===== src/hw/rtl/cdfa_pkg.sv =====
// ----------------------------------------------------------------------------
// Clock date field adjuster package
// Shared codes, item types and the unit stepping helpers.
// ----------------------------------------------------------------------------
package cdfa_pkg;

    // Event codes
    localparam logic ACT_ADJUST = 1'b0;
    localparam logic ACT_TOGGLE = 1'b1;

    localparam logic DIR_UP   = 1'b0;
    localparam logic DIR_DOWN = 1'b1;

    localparam logic SCREEN_TIME = 1'b0;
    localparam logic SCREEN_DATE = 1'b1;

    typedef enum logic [1:0] {
        UNIT_HOUR_DAY   = 2'd0,
        UNIT_MIN_MONTH  = 2'd1,
        UNIT_SEC_YEAR   = 2'd2,
        UNIT_NONE       = 2'd3
    } t_unit;

    // Field limits
    localparam logic [6:0] HOUR_TOP  = 7'd23;
    localparam logic [6:0] MIN_TOP   = 7'd59;
    localparam logic [6:0] MONTH_TOP = 7'd12;
    localparam logic [6:0] YEAR_TOP  = 7'd99;

    localparam logic [4:0] DAYS_LONG  = 5'd31;
    localparam logic [4:0] DAYS_SHORT = 5'd30;
    localparam logic [4:0] DAYS_LEAP  = 5'd29;
    localparam logic [4:0] DAYS_FEB   = 5'd28;

    typedef struct packed {
        logic       action;
        logic       direction;
        logic [1:0] unit_select;
        logic [4:0] cur_hours;
        logic [5:0] cur_minutes;
        logic [5:0] cur_seconds;
        logic [4:0] cur_day;
        logic [3:0] cur_month;
        logic [6:0] cur_year;
    } t_in_item;

    typedef struct packed {
        logic       screen;
        logic       write_time;
        logic       write_date;
        logic [4:0] new_hours;
        logic [5:0] new_minutes;
        logic [5:0] new_seconds;
        logic [4:0] new_day;
        logic [3:0] new_month;
        logic [6:0] new_year;
    } t_result;

    // Step a value by one with wrap. Down wraps to top at or below low, or
    // above top; up wraps to wrap_val at or above top.
    function automatic logic [6:0] f_step(
        input logic [6:0] v,
        input logic [6:0] low,
        input logic [6:0] top,
        input logic [6:0] wrap_val,
        input logic       down
    );
        logic [6:0] res;
        if (down == DIR_DOWN) begin
            res = (v <= low || v > top) ? top : v - 7'd1;
        end else begin
            res = (v >= top) ? wrap_val : v + 7'd1;
        end
        return res;
    endfunction

    // Days in a month; unknown month codes count as thirty days
    function automatic logic [4:0] f_month_limit(
        input logic [3:0] month,
        input logic       leap
    );
        logic [4:0] lim;
        case (month) inside
            4'd1, 4'd3, 4'd5, 4'd7, 4'd8, 4'd10, 4'd12: lim = DAYS_LONG;
            4'd2:    lim = leap ? DAYS_LEAP : DAYS_FEB;
            default: lim = DAYS_SHORT;
        endcase
        return lim;
    endfunction

endpackage


===== src/hw/rtl/clock_date_field_adjuster_top.sv =====
// ----------------------------------------------------------------------------
// Clock date field adjuster
// Steps time or date fields on button events and toggles the shown screen.
// ----------------------------------------------------------------------------
// Usage:
//   Input channel (i_in_valid / o_in_ready) carries one button event beat
//   with the current time and date read from the clock. Output channel
//   (o_out_valid / i_out_ready) returns one result beat per event: the
//   screen after the event, write flags and the fields to write back.
//   Fields of a group whose write flag is low read as zero.
//   Path: input register, then result register, which drives result
//   valid. Throughput: one event per cycle while the receiver keeps up;
//   the adjust logic is a single short pass between the two registers.
//   A stalled receiver holds the result register; the input register still
//   takes one more beat, after which o_in_ready drops until the result
//   drains.
//   Reset empties both registers and selects the time screen.
// ----------------------------------------------------------------------------
module clock_date_field_adjuster_top (
    input  logic       i_clk,
    input  logic       i_rst_n,
    input  logic       i_in_valid,
    output logic       o_in_ready,
    input  logic       i_action,
    input  logic       i_direction,
    input  logic [1:0] i_unit_select,
    input  logic [4:0] i_cur_hours,
    input  logic [5:0] i_cur_minutes,
    input  logic [5:0] i_cur_seconds,
    input  logic [4:0] i_cur_day,
    input  logic [3:0] i_cur_month,
    input  logic [6:0] i_cur_year,
    output logic       o_out_valid,
    input  logic       i_out_ready,
    output logic       o_screen,
    output logic       o_write_time,
    output logic       o_write_date,
    output logic [4:0] o_new_hours,
    output logic [5:0] o_new_minutes,
    output logic [5:0] o_new_seconds,
    output logic [4:0] o_new_day,
    output logic [3:0] o_new_month,
    output logic [6:0] o_new_year
);

    logic                r_in_valid;
    cdfa_pkg::t_in_item  r_in;
    logic                r_out_valid;
    cdfa_pkg::t_result   r_out;
    logic                r_screen;

    logic                n_screen;
    cdfa_pkg::t_result   n_out;
    cdfa_pkg::t_in_item  in_item;
    logic                out_take;
    logic [4:0]          day_lim;

    // Pack the input beat
    assign in_item = '{
        action:      i_action,
        direction:   i_direction,
        unit_select: i_unit_select,
        cur_hours:   i_cur_hours,
        cur_minutes: i_cur_minutes,
        cur_seconds: i_cur_seconds,
        cur_day:     i_cur_day,
        cur_month:   i_cur_month,
        cur_year:    i_cur_year
    };

    // Handshake: each register advances when the one after it has room
    assign out_take   = !r_out_valid || i_out_ready;
    assign o_in_ready = !r_in_valid || out_take;

    assign day_lim = cdfa_pkg::f_month_limit(r_in.cur_month, r_in.cur_year[1:0] == 2'b00);

    // Work out the screen and write-back fields for the held event
    always_comb begin
        n_screen = r_screen;
        n_out    = '0;
        if (r_in.action == cdfa_pkg::ACT_TOGGLE) begin
            n_screen = ~r_screen;
        end else if (cdfa_pkg::t_unit'(r_in.unit_select) != cdfa_pkg::UNIT_NONE) begin
            if (r_screen == cdfa_pkg::SCREEN_TIME) begin
                n_out.write_time  = 1'b1;
                n_out.new_hours   = r_in.cur_hours;
                n_out.new_minutes = r_in.cur_minutes;
                n_out.new_seconds = r_in.cur_seconds;
                case (cdfa_pkg::t_unit'(r_in.unit_select))
                    cdfa_pkg::UNIT_HOUR_DAY: begin
                        n_out.new_hours = 5'(cdfa_pkg::f_step(7'(r_in.cur_hours), 7'd0,
                            cdfa_pkg::HOUR_TOP, 7'd0, r_in.direction));
                    end
                    cdfa_pkg::UNIT_MIN_MONTH: begin
                        n_out.new_minutes = 6'(cdfa_pkg::f_step(7'(r_in.cur_minutes), 7'd0,
                            cdfa_pkg::MIN_TOP, 7'd0, r_in.direction));
                    end
                    default: begin
                        n_out.new_seconds = 6'(cdfa_pkg::f_step(7'(r_in.cur_seconds), 7'd0,
                            cdfa_pkg::MIN_TOP, 7'd0, r_in.direction));
                    end
                endcase
            end else begin
                n_out.write_date = 1'b1;
                n_out.new_day    = r_in.cur_day;
                n_out.new_month  = r_in.cur_month;
                n_out.new_year   = r_in.cur_year;
                case (cdfa_pkg::t_unit'(r_in.unit_select))
                    cdfa_pkg::UNIT_HOUR_DAY: begin
                        n_out.new_day = 5'(cdfa_pkg::f_step(7'(r_in.cur_day), 7'd1,
                            7'(day_lim), 7'd1, r_in.direction));
                    end
                    cdfa_pkg::UNIT_MIN_MONTH: begin
                        // a month change restarts the day at the first
                        n_out.new_month = 4'(cdfa_pkg::f_step(7'(r_in.cur_month), 7'd1,
                            cdfa_pkg::MONTH_TOP, 7'd1, r_in.direction));
                        n_out.new_day   = 5'd1;
                    end
                    default: begin
                        n_out.new_year = cdfa_pkg::f_step(r_in.cur_year, 7'd0,
                            cdfa_pkg::YEAR_TOP, 7'd1, r_in.direction);
                    end
                endcase
            end
        end
        n_out.screen = n_screen;
    end

    // Input register: take a new beat whenever there is room
    always_ff @(posedge i_clk) begin
        if (!i_rst_n) begin
            r_in_valid <= 1'b0;
        end else if (o_in_ready) begin
            r_in_valid <= i_in_valid;
        end
        if (i_in_valid && o_in_ready) begin
            r_in <= in_item;
        end
    end

    // Result register and screen state: advance together
    always_ff @(posedge i_clk) begin
        if (!i_rst_n) begin
            r_out_valid <= 1'b0;
            r_screen    <= cdfa_pkg::SCREEN_TIME;
        end else if (out_take) begin
            r_out_valid <= r_in_valid;
            if (r_in_valid) begin
                r_screen <= n_screen;
            end
        end
        if (out_take && r_in_valid) begin
            r_out <= n_out;
        end
    end

    assign o_out_valid   = r_out_valid;
    assign o_screen      = r_out.screen;
    assign o_write_time  = r_out.write_time;
    assign o_write_date  = r_out.write_date;
    assign o_new_hours   = r_out.new_hours;
    assign o_new_minutes = r_out.new_minutes;
    assign o_new_seconds = r_out.new_seconds;
    assign o_new_day     = r_out.new_day;
    assign o_new_month   = r_out.new_month;
    assign o_new_year    = r_out.new_year;

`ifndef SYNTHESIS
    // Only one group is ever written back
    a_one_group: assert property (@(posedge i_clk) disable iff (!i_rst_n)
        o_out_valid |-> !(o_write_time && o_write_date))
        else $error("both write groups set");

    // A time write comes from the time screen, a date write from the date screen
    a_group_screen: assert property (@(posedge i_clk) disable iff (!i_rst_n)
        o_out_valid && (o_write_time || o_write_date) |-> o_write_date == o_screen)
        else $error("write group does not match screen");

    // Unused time fields read as zero
    a_time_zero: assert property (@(posedge i_clk) disable iff (!i_rst_n)
        o_out_valid && !o_write_time |->
            o_new_hours == 5'd0 && o_new_minutes == 6'd0 && o_new_seconds == 6'd0)
        else $error("time fields not cleared");

    // Screen state only changes when an event moves into the result register
    a_screen_hold: assert property (@(posedge i_clk) disable iff (!i_rst_n)
        !(r_in_valid && out_take) |=> $stable(r_screen))
        else $error("screen changed without an event");
`endif

endmodule

===== config.mk =====
export PLATFORM = sky130hd
export DESIGN_NAME = clock_date_field_adjuster_top
export DESIGN_NICKNAME = d
export VERILOG_FILES = /design/src/hw/rtl/cdfa_pkg.sv /design/src/hw/rtl/clock_date_field_adjuster_top.sv
export SDC_FILE = /design/constraint.sdc
export NUM_CORES = 1
export LEC_CHECK = 0
export BUFFER_PORTS_ARGS = -buffer_cell sky130_fd_sc_hd__buf_2
export CORE_MARGIN = 2
export CORE_UTILIZATION = 40
export CTS_BUF_LIST = sky130_fd_sc_hd__clkbuf_4 sky130_fd_sc_hd__clkbuf_8
export DETAILED_ROUTE_END_ITERATION = 8
export GPL_TIMING_DRIVEN = 0
export HOLD_SLACK_MARGIN = 0.08
export PLACE_DENSITY = 0.65
export SETUP_SLACK_MARGIN = 0.2
export SLEW_MARGIN = 30
export SYNTH_ARGS = -nofsm -noshare
export SYNTH_HDL_FRONTEND = slang
export SYNTH_SLANG_ARGS = --single-unit

===== constraint.sdc =====
create_clock -name i_clk -period 2.6 [get_ports i_clk]
set_input_delay 0.13 -clock i_clk [delete_from_list [all_inputs] [get_ports i_clk]]
set_output_delay 0.13 -clock i_clk [all_outputs]
set_load 0.02 [all_outputs]

==> run_results.csv <==
group,metric,value,unit
floorplanning,rows,39,
layout,fin_nets,667,
power_and_ir_drop,powerDensity,477,mW/mm2
drt,vias,4177,
power_and_ir_drop,power,2.89,mW
floorplanning,start_util,0.405,
yosys,ys_seq_area_frac,0.492,
cts,clock_latency,0.37,ns
yosys,ys_ff_latch,76,
yosys,syn_nets,514,
timing,tns,0,ns
yosys,netlist_instances,454,
cts,cts-htree-levels,3,
global_route,gr-total-overflow,0,
timing,setup_viol,0,
worst_setup_path,path_depth,11,
placed_design,dp.cells,678,
timing,fin_ws,0.0674,ns
worst_setup_path,worst-path-buf-inv,2,
layout,antenna_cells,0,
cts,cts_tree,"done",
drt,post_drt_wl_per_cell,15.9,um
floorplanning,io-pin-count,79,
cts,cts_buffer_depth,2,
job,drv_cap,0,
worst_setup_path,worst_setup_path_end_kind,"flop",
yosys,synth_cell_types,71,
placed_design,place_hpwl,8200,um
yosys,synth_area,0.00458,mm2
worst_setup_path,reg2reg_to,"o_new_day[0]",
timing,fin_skew,0.0124,ns
cts,root_buffer,"clkbuf_8",
worst_setup_path,path_delay_family,"flip-flops",
timing,max_freq,395,MHz
cts,clock_sinks,76,
worst_setup_path,cp.required,2.71,ns
global_route,antenna_found_initial,0,
placed_design,pre_cts_ws,-0.177,ns
timing,worst_slew_pin_slew,0.647,ns
floorplanning,coreArea,0.0113,mm2
worst_setup_path,crit_arrival,2.65,ns
yosys,avgSynthCellArea,10.1,um2
yosys,synth-edff-count,73,
worst_setup_path,start_kind,"flop",
power_and_ir_drop,p_leak,2.43,nW
yosys,async_reset_ff_frac,0,
global_route,grt_max_degree,23,
placed_design,io_buffers,78,
drt,wl,12000,um
drt,first_pass_iters,5,
global_route,grt_pass1_vias,3963,
worst_setup_path,crit_start,"r_in[8]",
timing,timing.hold.ws,0.124,ns
yosys,ys.flop_type,"edfxtp_1",
layout,areaGrowthSynthToFinish,32.4,%
worst_setup_path,crit_type,"flop to flop",
yosys,ys_warn_count,0,
floorplanning,dieArea,0.0123,mm2
worst_setup_path,r2r_slack,0.07,ns
floorplanning,fp.dieH,111,um
timing,hold_violations,0,
timing,fin_crit_sh,0.974,
worst_setup_path,cp_cell_sequence,"buf_6 -> ha_4 -> nand2b_4 -> nor3_4 -> ha_1 -> buf_4 -> nand2_1 -> o211ai_1 -> nand2_1 -> mux2_4 -> o211a_1",
worst_setup_path,r2r_cells,11,
min_path,hold_path.class,"input port to flop",
worst_setup_path,cp_max_fo,4,
global_route,grt_pass1_wl,19600,um
drt,route.detailed.drc,0,
power_and_ir_drop,ir_drop,0.332,mV
timing,slew_violations,0,
placed_design,gp_congestion,0.939,
drt,drtIter0Drc,190,
worst_setup_path,crit_path_end,"o_new_day[0]",
worst_setup_path,slowest_delay,0.48,ns
drt,ant_nets,0,
drt,viasPerCell,5.53,
run_status,status,"complete, no violations",
cts,cts_buffers,9,
layout,nFillCells,1034,
timing,fin_crit,2.53,ns
worst_setup_path,cp_slowest_cell,"edfxtp_1",
timing,relSlewSlack,0.569,
timing,rsz0062_at_grt,"yes",
layout,final_cells,755,
layout,drive_above_1_share,0.255,
cts,clk_pin_slew,0.08,ns
worst_setup_path,cpMostUsedCell,"nand2_1",
floorplanning,die_x,111,um
global_route,grt_usage,0.199,
worst_setup_path,r2r_start,"r_in[8]",
[through the flow]
step	util	cell area (um2)
after detailed placement	0.461	5220
after CTS	0.520	5890
after global routing	0.536	6070
after floorplan	-	4590
final	0.536	6070
after global placement	0.456	5160
[flip-flops by register name (all words and copies together), names as in the netlist, 4 cells and up]
name           cells
r_in              37
o_new_year         7
o_new_minutes      6
o_new_seconds      6
o_new_day          5
o_new_hours        5
o_new_month        4
[worst min path at each step]
stage	startpoint	to	slack (ns)	cells past startpoint
2_1_floorplan	i_cur_year[0]	r_in[0]	0.23	0
3_3_place_gp	i_cur_seconds[0]	r_in[16]	0.31	1
3_5_place_dp	i_cur_year[5]	r_in[5]	0.31	1
4_1_cts	i_out_ready	o_out_valid	0.11	3
5_1_grt	i_out_ready	o_out_valid	0.13	3
6_report	i_out_ready	o_out_valid	0.12	3
[power by group]
| part | switching (mW) | internal, mW | total [mW] | leakage, nW |
|---|---|---|---|---|
| logic | 0.321 | 0.249 | 0.570 | 1.59 |
| registers | 0.0404 | 1.42 | 1.46 | 0.737 |
| clock network | 0.432 | 0.435 | 0.867 | 0.0991 |
[worst min-delay path: stages]
cell     delay, ns
buf_2         0.07
nor2b_1       0.08
o21a_1        0.17
[cell usage after synthesis (3+ instances only)]
cell | count | area, um2
o2111ai_1 | 4 | 35.0
clkbuf_1 | 23 | 86.3
nand2_1 | 30 | 113
dfxtp_1 | 3 | 60.1
nand3_1 | 17 | 85.1
nor2_1 | 25 | 93.8
mux2i_1 | 5 | 50.1
and3_1 | 6 | 37.5
or3_1 | 4 | 25.0
a21o_1 | 3 | 22.5
ha_1 | 19 | 238
edfxtp_1 | 73 | 2190
a21oi_1 | 32 | 160
a311oi_1 | 3 | 26.3
o211ai_1 | 8 | 60.1
o21ai_0 | 23 | 115
buf_2 | 8 | 40.0
xor2_1 | 5 | 43.8
o21a_1 | 3 | 22.5
o22ai_1 | 4 | 25.0
a211oi_1 | 3 | 22.5
inv_1 | 22 | 82.6
xnor2_1 | 8 | 70.1
and2_1 | 4 | 25.0
nand2b_1 | 10 | 62.6
nand4_1 | 4 | 25.0
o21ai_1 | 18 | 90.1
nor3_1 | 6 | 30.0
nor3b_1 | 6 | 45.0
a31oi_1 | 15 | 93.8
nor2b_1 | 9 | 56.3
[placed cells by master (no fill, tap or decap), types with 8 or more instances in the layout]
cell type	Yosys	routed
o211ai_1	8	8
nor2_1	25	25
a21oi_1	32	31
inv_1	22	20
nand3_1	17	17
dlygate4sd3_1	0	39
o21ai_1	18	17
a31oi_1	15	15
xnor2_1	8	8
clkbuf_8	0	12
buf_2	8	86
buf_4	1	22
clkbuf_1	23	22
edfxtp_1	73	73
ha_1	19	16
nand2_1	30	30
o21ai_0	23	22
nand2b_1	10	9
[cells by family (layout without fill, tap and decap cells)]
group,count (synthesis),after routing,share of synthesized area
multiplexers,7,7,0.0158
AND/OR/NAND/NOR,138,138,0.162
flip-flops,76,76,0.492
adder cells (fa/ha/maj),19,19,0.0519
XOR/XNOR,13,13,0.0248
AO/OA/AOI/OAI,144,144,0.204
buffers and inverters,57,215,0.0500
[per-layer routing]
| layer | share of wire | global-route usage | wire length [um] |
|---|---|---|---|
| met2 | 0.50 | 0.346 | 6040 |
| met5 | 0 | 0 | 0 |
| met1 | 0.42 | 0.247 | 5050 |
| met4 | 0.017 | 0.0568 | 210 |
| met3 | 0.060 | 0.0481 | 726 |
[repair_timing]
item / CTS / global route
hold buffers: 39 / 0
setup endpoints to repair: 5 / 6
endpoints found under the hold margin: 40 / 0
pin swaps: 6 / 9
buffers inserted: 9 / 13
cloned: 0 / 0
resized for setup: 6 / 16
[final cells by class]
class / instances / area (um2) / share of cell area
clock buffers: 13 / 173 / 0.0285
multi-input cells: 321 / 2210 / 0.364
repair buffers: 142 / 1010 / 0.166
well taps: 143 / 179 / 0.0295
inverters: 23 / 86.3 / 0.0142
flip-flops and latches: 76 / 2250 / 0.371
plain buffers: 34 / 144 / 0.0237
clock inverters: 3 / 21.3 / 0.00351
Note: power is estimated with default switching activity, not from simulation.
